<file path="src/hw/rtl/assert_macros.svh">
// assertion macros used by the rtl of the rail patrol speed sequencer
// no dependencies; the assertions drop out when SYNTHESIS is defined
`ifndef ASSERT_MACROS_SVH
`define ASSERT_MACROS_SVH
`ifndef SYNTHESIS
// condition holds at every clock edge out of reset
`define RPSS_ASSERT_ALWAYS(label, clk, rst_n, cond, msg) \
    label: assert property (@(posedge clk) disable iff (!rst_n) (cond)) else $error(msg);
// antecedent at one edge implies consequent at the next edge
`define RPSS_ASSERT_NEXT(label, clk, rst_n, ante, cons, msg) \
    label: assert property (@(posedge clk) disable iff (!rst_n) (ante) |=> (cons)) \
        else $error(msg);
`else
`define RPSS_ASSERT_ALWAYS(label, clk, rst_n, cond, msg)
`define RPSS_ASSERT_NEXT(label, clk, rst_n, ante, cons, msg)
`endif
`endif

</file>
<file path="src/hw/rtl/rpss_pkg.sv">
// shared types, constants and speed tables of the rail patrol speed sequencer
// no dependencies
`default_nettype none
package rpss_pkg;

    localparam int unsigned WAIT_W = 16;
    localparam int unsigned MOVE_W = 8;
    localparam int unsigned SPEED_W = 14;
    localparam int unsigned MAG_W = 13;
    localparam int unsigned POS_W = 16;
    localparam int unsigned CFG_IDX_W = 2;
    localparam int unsigned CFG_DATA_W = 16;

    // configuration register indexes
    localparam logic [CFG_IDX_W-1:0] REG_MODE = 2'd0;
    localparam logic [CFG_IDX_W-1:0] REG_LEFT_THR = 2'd1;
    localparam logic [CFG_IDX_W-1:0] REG_RIGHT_THR = 2'd2;

    // sensor codes
    localparam logic [1:0] SENSE_IDLE = 2'd0;
    localparam logic [1:0] SENSE_LEFT = 2'd1;
    localparam logic [1:0] SENSE_RIGHT = 2'd2;
    localparam logic [1:0] SENSE_BOTH = 2'd3;

    // rail segment codes
    localparam logic [1:0] SEG_LEFT = 2'd0;
    localparam logic [1:0] SEG_MIDDLE = 2'd1;
    localparam logic [1:0] SEG_RIGHT = 2'd2;

    localparam logic MODE_PATROL = 1'b0;
    localparam logic MODE_SLOW = 1'b1;

    localparam logic [WAIT_W-1:0] WAIT_RELEASE = 16'd50;
    localparam logic [WAIT_W-1:0] WAIT_REARM = 16'd49;
    localparam logic [WAIT_W-1:0] WAIT_MAX = 16'hFFFF;
    localparam logic [MOVE_W-1:0] MOVE_MAX = 8'hFF;

    localparam logic [POS_W-1:0] LEFT_THR_RESET = 16'd4000;
    localparam logic [POS_W-1:0] RIGHT_THR_RESET = 16'd18469;

    localparam logic [MAG_W-1:0] SPEED_TOP = 13'd5800;

    localparam logic [MAG_W-1:0] PATROL_STEPS [8] = '{
        13'd3000, 13'd3500, 13'd4000, 13'd4500, 13'd5000, 13'd5200, 13'd5500, 13'd5800
    };
    localparam logic [MAG_W-1:0] SLOW_STEPS [8] = '{
        13'd1500, 13'd2000, 13'd2500, 13'd3200, 13'd4000, 13'd4300, 13'd5200, 13'd5800
    };

    typedef struct packed {
        logic [1:0]       limit_state;
        logic [1:0]       photo_state;
        logic [POS_W-1:0] position;
        logic             under_attack;
    } item_t;

    typedef struct packed {
        logic             mode;
        logic [POS_W-1:0] left_thr;
        logic [POS_W-1:0] right_thr;
    } cfg_t;

    typedef struct packed {
        logic [WAIT_W-1:0]         wait_count;
        logic [MOVE_W-1:0]         move_count;
        logic                      direction_right;
        logic                      photo_seen;
        logic signed [SPEED_W-1:0] held_setpoint;
        logic [1:0]                rail_segment;
    } state_t;

    typedef struct packed {
        logic signed [SPEED_W-1:0] speed_setpoint;
        logic                      moving_right;
        logic                      drive_enable;
        logic                      photo_error;
    } result_t;

    function automatic logic [MAG_W-1:0] step_mag(input logic slow, input logic [2:0] idx);
        step_mag = slow ? SLOW_STEPS[idx] : PATROL_STEPS[idx];
    endfunction

endpackage
`default_nettype wire

</file>
<file path="src/hw/rtl/rpss_core.sv">
// next-state and result logic for one tick of the speed sequencer
// depends on rpss_pkg
`default_nettype none
module rpss_core (
    input  wire rpss_pkg::cfg_t    cfg,
    input  wire rpss_pkg::state_t  cur,
    input  wire rpss_pkg::item_t   item,
    output rpss_pkg::state_t  nxt,
    output rpss_pkg::result_t res
);
    import rpss_pkg::*;

    logic [WAIT_W-1:0]         wait_inc;
    logic [MOVE_W-1:0]         move_inc;
    logic [WAIT_W-1:0]         wait_s;
    logic [MOVE_W-1:0]         move_s;
    logic                      dir_s;
    logic                      seen_s;
    logic [1:0]                seg_s;
    logic [2:0]                step_idx;
    logic                      step_load;
    logic [MAG_W-1:0]          mag;
    logic signed [SPEED_W-1:0] speed;
    logic signed [SPEED_W-1:0] sp_s;
    logic                      slow;

    assign slow = (cfg.mode == MODE_SLOW);
    assign wait_inc = (cur.wait_count == WAIT_MAX) ? cur.wait_count : cur.wait_count + 16'd1;
    assign move_inc = (cur.move_count == MOVE_MAX) ? cur.move_count : cur.move_count + 8'd1;

    // sensor stage then limit stage
    always_comb
    begin
        wait_s = cur.wait_count;
        move_s = cur.move_count;
        dir_s  = cur.direction_right;
        seen_s = cur.photo_seen;
        if (!slow)
        begin
            priority if (item.limit_state == SENSE_IDLE)
            begin
                wait_s = '0;
                move_s = move_inc;
                seen_s = 1'b0;
            end
            else if (item.photo_state == SENSE_LEFT || item.photo_state == SENSE_RIGHT)
            begin
                wait_s = wait_inc;
                move_s = '0;
                seen_s = 1'b1;
            end
            else if (item.photo_state == SENSE_BOTH)
            begin
                wait_s = 16'd1;
                move_s = '0;
            end
            else
            begin
                // limit active with photos idle: counters left to the limit stage
            end
        end
        else
        begin
            priority if (item.photo_state == SENSE_IDLE || item.limit_state == SENSE_IDLE)
            begin
                wait_s = '0;
                move_s = move_inc;
            end
            else if (item.photo_state == SENSE_LEFT || item.photo_state == SENSE_RIGHT)
            begin
                wait_s = wait_inc;
                move_s = '0;
            end
            else
            begin
                wait_s = 16'd1;
                move_s = '0;
            end
        end

        priority if (item.limit_state == SENSE_LEFT || item.limit_state == SENSE_RIGHT)
        begin
            dir_s  = (item.limit_state == SENSE_LEFT);
            move_s = '0;
            if (!slow && !seen_s)
            begin
                wait_s = WAIT_REARM;
            end
            else if (slow && item.photo_state == SENSE_IDLE)
            begin
                wait_s = '0;
            end
        end
        else if (item.limit_state == SENSE_BOTH)
        begin
            wait_s = 16'd1;
            move_s = '0;
        end
        else
        begin
            // no limit switch: sensor stage result stands
        end
    end

    // rail segment, only tracked in slow mode
    always_comb
    begin
        seg_s = cur.rail_segment;
        if (slow)
        begin
            priority if (item.position < cfg.left_thr)
                seg_s = SEG_LEFT;
            else if (item.position <= cfg.right_thr)
                seg_s = SEG_MIDDLE;
            else
                seg_s = SEG_RIGHT;
        end
    end

    // speed staircase: pick the step; the first step loads on a zero move count, the higher steps need a zero dwell
    always_comb
    begin
        step_idx  = 3'd0;
        step_load = 1'b0;
        if (move_s == '0)
        begin
            step_load = 1'b1;
        end
        else if (wait_s == '0)
        begin
            step_load = 1'b1;
            priority if (move_s > 8'd100 && move_s < 8'd150)
                step_idx = 3'd7;
            else if (move_s > 8'd70)
                step_idx = 3'd6;
            else if (move_s > 8'd60)
                step_idx = 3'd5;
            else if (move_s > 8'd50)
                step_idx = 3'd4;
            else if (move_s > 8'd30)
                step_idx = 3'd3;
            else if (move_s > 8'd20)
                step_idx = 3'd2;
            else if (move_s > 8'd10)
                step_idx = 3'd1;
            else
                step_load = 1'b0;
        end
    end

    assign mag = step_mag(slow, step_idx);
    assign speed = dir_s ? -$signed({1'b0, mag}) : $signed({1'b0, mag});

    always_comb
    begin
        sp_s = cur.held_setpoint;
        if (move_s == '0 && wait_s < WAIT_RELEASE)
            sp_s = '0;
        else if (step_load)
            sp_s = speed;
    end

    always_comb
    begin
        nxt.wait_count      = wait_s;
        nxt.move_count      = (!slow && !item.under_attack) ? '0 : move_s;
        nxt.direction_right = dir_s;
        nxt.photo_seen      = seen_s;
        nxt.held_setpoint   = sp_s;
        nxt.rail_segment    = seg_s;

        res.speed_setpoint  = sp_s;
        res.moving_right    = dir_s;
        res.drive_enable    = slow || item.under_attack;
        res.photo_error     = (item.photo_state == SENSE_RIGHT) && (seg_s == SEG_MIDDLE);
    end

endmodule
`default_nettype wire

</file>
<file path="src/hw/rtl/rail_patrol_speed_sequencer_top.sv">
// top level of the rail patrol speed sequencer: handshakes, registers, state
// depends on rpss_pkg, rpss_core and assert_macros.svh
`default_nettype none
`include "assert_macros.svh"
//
//  channel   direction  handshake              payload
//  input     in         in_valid / in_ready    limit_state photo_state position under_attack
//  result    out        out_valid / out_ready  speed_setpoint moving_right drive_enable
//                                              photo_error
//  config    in         cfg_valid / cfg_ready  cfg_index cfg_data
//
//  one request per cycle sustained while out_ready is high; a request is taken
//  into the input register, and the tick logic then runs on it and loads the
//  result register once the result stage is free or being emptied;
//  a stalled result holds the result register and the input register in turn;
//  in_ready drops only when both are full and out_ready is low
//  reset clears the sequencer state and loads the threshold defaults;
//  config writes are taken in any cycle (cfg_ready is always high)
//
module rail_patrol_speed_sequencer_top (
    input  wire                                 clk,
    input  wire                                 rst_n,

    input  wire                                 in_valid,
    output logic                                in_ready,
    input  wire  [1:0]                          limit_state,
    input  wire  [1:0]                          photo_state,
    input  wire  [rpss_pkg::POS_W-1:0]          position,
    input  wire                                 under_attack,

    output logic                                out_valid,
    input  wire                                 out_ready,
    output logic signed [rpss_pkg::SPEED_W-1:0] speed_setpoint,
    output logic                                moving_right,
    output logic                                drive_enable,
    output logic                                photo_error,

    input  wire                                 cfg_valid,
    output logic                                cfg_ready,
    input  wire  [rpss_pkg::CFG_IDX_W-1:0]      cfg_index,
    input  wire  [rpss_pkg::CFG_DATA_W-1:0]     cfg_data
);
    import rpss_pkg::*;

    // configuration registers
    cfg_t    cfg_reg;
    // sequencer state carried from tick to tick
    state_t  state_reg;
    state_t  state_next;
    // input stage
    logic    in_valid_reg;
    item_t   item_reg;
    // result stage
    logic    out_valid_reg;
    result_t result_reg;
    result_t result_next;

    logic    in_take;
    logic    advance;

    // the tick runs when the input stage holds a request and the result
    // stage is free or being emptied this cycle
    assign advance   = in_valid_reg && (!out_valid_reg || out_ready);
    assign in_ready  = !in_valid_reg || advance;
    assign in_take   = in_valid && in_ready;
    assign cfg_ready = 1'b1;

    // configuration writes, unknown indexes are dropped
    always_ff @(posedge clk or negedge rst_n)
    begin
        if (!rst_n)
        begin
            cfg_reg.mode      <= MODE_PATROL;
            cfg_reg.left_thr  <= LEFT_THR_RESET;
            cfg_reg.right_thr <= RIGHT_THR_RESET;
        end
        else if (cfg_valid)
        begin
            unique case (cfg_index)
                REG_MODE:      cfg_reg.mode      <= cfg_data[0];
                REG_LEFT_THR:  cfg_reg.left_thr  <= cfg_data;
                REG_RIGHT_THR: cfg_reg.right_thr <= cfg_data;
                default:       ;
            endcase
        end
    end

    // input stage
    always_ff @(posedge clk or negedge rst_n)
    begin
        if (!rst_n)
            in_valid_reg <= 1'b0;
        else if (in_ready)
            in_valid_reg <= in_valid;
    end

    always_ff @(posedge clk)
    begin
        if (in_take)
        begin
            item_reg.limit_state  <= limit_state;
            item_reg.photo_state  <= photo_state;
            item_reg.position     <= position;
            item_reg.under_attack <= under_attack;
        end
    end

    // per-tick logic: sensor stage, limit stage, segment, staircase
    rpss_core u_core (
        .cfg  (cfg_reg),
        .cur  (state_reg),
        .item (item_reg),
        .nxt  (state_next),
        .res  (result_next)
    );

    // state commits only when the tick's result is loaded
    always_ff @(posedge clk or negedge rst_n)
    begin
        if (!rst_n)
            state_reg <= '0;
        else if (advance)
            state_reg <= state_next;
    end

    // result stage
    always_ff @(posedge clk or negedge rst_n)
    begin
        if (!rst_n)
            out_valid_reg <= 1'b0;
        else if (advance)
            out_valid_reg <= 1'b1;
        else if (out_ready)
            out_valid_reg <= 1'b0;
    end

    always_ff @(posedge clk)
    begin
        if (advance)
            result_reg <= result_next;
    end

    assign out_valid      = out_valid_reg;
    assign speed_setpoint = result_reg.speed_setpoint;
    assign moving_right   = result_reg.moving_right;
    assign drive_enable   = result_reg.drive_enable;
    assign photo_error    = result_reg.photo_error;

    // every tick leaves at least one of the two counters at zero
    `RPSS_ASSERT_ALWAYS(a_counters_exclusive, clk, rst_n, state_reg.wait_count == '0 || state_reg.move_count == '0, "wait and move counters both nonzero")
    // held setpoint stays within the staircase range
    `RPSS_ASSERT_ALWAYS(a_setpoint_range, clk, rst_n, state_reg.held_setpoint <= $signed({1'b0, SPEED_TOP}) && state_reg.held_setpoint >= -$signed({1'b0, SPEED_TOP}), "held setpoint out of range")
    // a pending request moves to the free result stage on the next edge
    `RPSS_ASSERT_NEXT(a_stage_advance, clk, rst_n, in_valid_reg && !out_valid_reg, out_valid_reg, "request stuck in the input stage")

endmodule
`default_nettype wire

</file>
<file path="config.mk">
export PLATFORM = sky130hd
export DESIGN_NAME = rail_patrol_speed_sequencer_top
export DESIGN_NICKNAME = d
export VERILOG_FILES = /design/src/hw/rtl/rpss_pkg.sv /design/src/hw/rtl/rpss_core.sv /design/src/hw/rtl/rail_patrol_speed_sequencer_top.sv
export VERILOG_INCLUDE_DIRS = /design/src /design/src/hw/rtl
export SDC_FILE = /design/constraint.sdc
export NUM_CORES = 1
export LEC_CHECK = 0
export BUFFER_PORTS_ARGS = -buffer_cell sky130_fd_sc_hd__buf_2
export CORE_ASPECT_RATIO = 1.1
export CORE_MARGIN = 2
export CORE_UTILIZATION = 35
export DETAILED_ROUTE_END_ITERATION = 10
export PLACE_DENSITY = 0.48
export SKIP_CTS_REPAIR_TIMING = 1
export SLEW_MARGIN = 10
export SYNTH_ARGS = -nofsm -noshare
export SYNTH_HDL_FRONTEND = slang
export SYNTH_SLANG_ARGS = --single-unit
export TNS_END_PERCENT = 20
</file>
<file path="constraint.sdc">
create_clock -name clk -period 4.9 [get_ports clk]
set_input_delay 0.735 -clock clk [delete_from_list [all_inputs] [get_ports clk]]
set_output_delay 0.735 -clock clk [all_outputs]
set_load 0.005 [all_outputs]
</file>
==> impl_metrics.toml <==
[pwr]
switching_share = 0.3049
clock_power_share = 0.386
switchingPower_uw = 985.1
comb_power_share = 0.235
power.internal_uw = 2246
power_density_nw_per_um2 = 359.7
vdd.ir_drop.worst_mv = 0.2325
cellLeakagePower_uw = 0.003821
p_seq_frac = 0.378

[layout]
area_growth_pct = 20.01
antenna_cells_inserted = 0
final_core_utilization = 0.4244
layout.area.seq_um2 = 3082
largest_register_ffs = 42
finish.net_count = 932
finish.instance_area_um2 = 8981
multi_input_comb_area_um2 = 4113
nFillCells = 2120
drive_gt1_frac = 0.2737

[floorplan]
initial_utilization = 0.3537
area_enclosed_by_the_die_boundary_um2 = 22570
die_height_um = 157.4
die-width_um = 143.4
placeableCoreArea_um2 = 21160
boundaryPins = 64
num_rows = 56

[routing]
dr.pass1.iters = 5
drt.antenna.violating_nets = 0
route.detailed.wl_per_inst_um = 17.69
drt_drc_violations_left = 0
drt-vias-per-instance = 5.496
drt_wl_total_mm = 20.26
dr_total_vias = 6293
first_iter_violations = 354

[clocking]
tritoncts.num_buffers = 17
ctsHtreeMaxLevel = 4
clkTransAtPathRegs_ns = 0.06
clock_tree_root_buffer_cell = "sky130_fd_sc_hd__clkbuf_16"
worst_skew_pair.late_latency_ns = 0.42
cts_tree = "yes"
cts.path.max_buffers = 2
clkSinkCount = 115

[timing]
timing.final.crit_share = 0.9324
setup_viol = 0
final_critical_path_setup_slack_ns = 0.3314
worstMarginPinSlew_ns = 1.124
fin_tns_setup_ns = 0
finalMaxSlewViolations = 0
clock.fmax_ghz = 0.2189
final_hold_slack_ns = 0.2683
hold_violations = 0
worst_clock_skew_ns = 0.01339
final_period_minus_worst_setup_slack_ns = 4.569
timing.slew.headroom = 0.2505
rsz0062_at_grt = "false"

[synthesis]
synth-seq-cells = 115
yosys-top-cells-area = "sky130_fd_sc_hd__dfrtp_1 22%, sky130_fd_sc_hd__edfxtp_1 15%, sky130_fd_sc_hd__ha_1 7.7%"
synth_area_um2 = 7483
synth.avg_cell_area_um2 = 9.965
mappedNetlistNets = 841
async_reset_ff_frac = 0.6696
muxShareOfSynthArea = 0.05785
cells_after_synthesis = 751
synth_edf_count = 38
synth.top_cells.by_count = "75 x sky130_fd_sc_hd__nand2_1, 66 x sky130_fd_sc_hd__dfrtp_1, 55 x sky130_fd_sc_hd__inv_1"
synthMostInstantiatedCell = "sky130_fd_sc_hd__nand2_1"
cell_type_contributing_the_most_total_cell_area_after_synthesis = "sky130_fd_sc_hd__dfrtp_1"
synthDistinctLibCells = 90
yosys.area_share.adder = 0.07691
synth.top_cell.area_share = 0.2207
synthSimpleGateAreaFrac = 0.1826
seq_area_frac_synth = 0.4118
synthXorXnorAreaFrac = 0.01404
largest_family_of_logic_cells_by_synthesized_area = "compound AO/OA/AOI/OAI gates"
ys_dominant_reg_cell = "sky130_fd_sc_hd__dfrtp_1"
yosysWarnings = 0
synth-compound-area-share = 0.2063

[worst_setup_path]
reg2reg_to = "speed_setpoint[5]"
critical_path.reg2reg.startpoint = "item_reg[17]"
cpPeakStageDelay_ns = 0.43
critical_path.endpoint_type = "flip-flop"
critPathSlowestCell = "sky130_fd_sc_hd__or3_4"
setup.worst_path.start_class = "flip-flop"
timing_worst_setup_path_type = "flip-flop to flip-flop"
critical_path.max_fanout = 8
path_delay_family = "simple AND/OR/NAND/NOR gates"
ordered_list_of_cells_on_the_worst_path = "inv_1 > ha_2 > nor4_4 > a211oi_2 > or3_4 > nor3_2 > nand3_1 > a31o_2 > o21ai_0 > and2_1 > ha_1 > nor2b_1 > a32oi_1 > o32a_4 > o31ai_2 > and3_1 > a211o_1"
crit_arrival_ns = 4.74
cp_data_required_time_ns = 5.07
worst_r2r_path_depth = 17
r2r_slack_ns = 0.33
cp.buffers_inverters = 1

[global_route]
first_global_vias = 6534
globalRoute.totalOverflow = 0
wire_length_of_the_first_global_routing_pass_mm = 33.55
grt_usage = 0.1911
antenna_violations_before_repair = 0
grt_start_max_net_pins = 46

[placed_design]
post-dp-hpwl_mm = 15.02
numPortBuffers = 62
detailedPlace.worstSlack_ns = 0.06245
placement.cell_area_um2 = 8297
gp_routability_congestion = 0.8703

[status]
status = "finished clean"

[min_path]
worst_hold_path_type = "input pin to asynchronous set/reset pin"

[job]
max_cap_viol_count = 0
[worst max-delay path by stage]
| stage | endpoint | depth (start not counted) | startpoint | slack [ns] |
|---|---|---|---|---|
| floorplan | state_reg[6] | 21 | item_reg[17] | 0.50 |
| global route | state_reg[8] | 20 | item_reg[17] | 0.05 |
| global placement | speed_setpoint[5] | 16 | item_reg[19] | 0.23 |
| CTS | state_reg[6] | 20 | item_reg[18] | 0.05 |
| finish | speed_setpoint[5] | 17 | item_reg[17] | 0.33 |
| detailed placement | state_reg[6] | 20 | item_reg[18] | 0.06 |
[metal layers]
layer,share of wire,vias to the layer above,track usage
li1,-,2990,-
met1,0.40,3079,0.2121
met2,0.53,173,0.3483
met3,0.036,51,0.03559
met4,0.031,0,0.09384
met5,0,-,0
[kinds of logic after synthesis]
kind of cell / Yosys count
compound gates: 205
xor+xnor: 12
fa+ha+maj: 46
buf+inv: 88
flops: 115
mux: 39
other cells: 1
simple gates: 245
[area by class of cell]
type,instances,share of cell area
clock buffer,21,0.05141
clock inverter,11,0.01421
inverter,57,0.02382
multi-input combinational,548,0.4579
sequential,115,0.3431
tap,290,0.04040
timing repair buffer,103,0.06910
[layout by cell type (no fill, tap or decap), types with 9 or more instances in the layout]
master,instances
sky130_fd_sc_hd__nand4_1,13
sky130_fd_sc_hd__o21ai_0,48
sky130_fd_sc_hd__a21oi_1,27
sky130_fd_sc_hd__ha_1,44
sky130_fd_sc_hd__nand2_1,75
sky130_fd_sc_hd__mux2_2,33
sky130_fd_sc_hd__dfrtp_1,66
sky130_fd_sc_hd__clkbuf_16,18
sky130_fd_sc_hd__inv_1,55
sky130_fd_sc_hd__buf_4,42
sky130_fd_sc_hd__nor4_1,9
sky130_fd_sc_hd__dfstp_2,11
sky130_fd_sc_hd__o211ai_1,9
sky130_fd_sc_hd__a21o_1,10
sky130_fd_sc_hd__a22o_1,9
sky130_fd_sc_hd__nor3_1,10
sky130_fd_sc_hd__edfxtp_1,38
sky130_fd_sc_hd__nor2_1,39
sky130_fd_sc_hd__a31oi_1,9
sky130_fd_sc_hd__nand2b_1,10
sky130_fd_sc_hd__nand3_1,23
sky130_fd_sc_hd__buf_2,61
[stage by stage]
| stage | total power, uW | std cells |
|---|---|---|
| finish | 3231 | 1145 |
| global route | 3432 | 1145 |
| CTS | 3263 | 1143 |
| detailed placement | 1996 | 1111 |
| global placement | 1981 | 1111 |
| floorplan | 1738 | 751 |
[power groups by stage]
stage                     Clock (uW)  Sequential, uW  Combinational (uW)
after CTS                       1280            1220                 763
after global routing            1330            1240                 857
final                           1250            1220                 761
after floorplan                    0            1210                 526
after detailed placement           0            1240                 760
after global placement             0            1230                 749
Power figures use the tool's default switching activity.
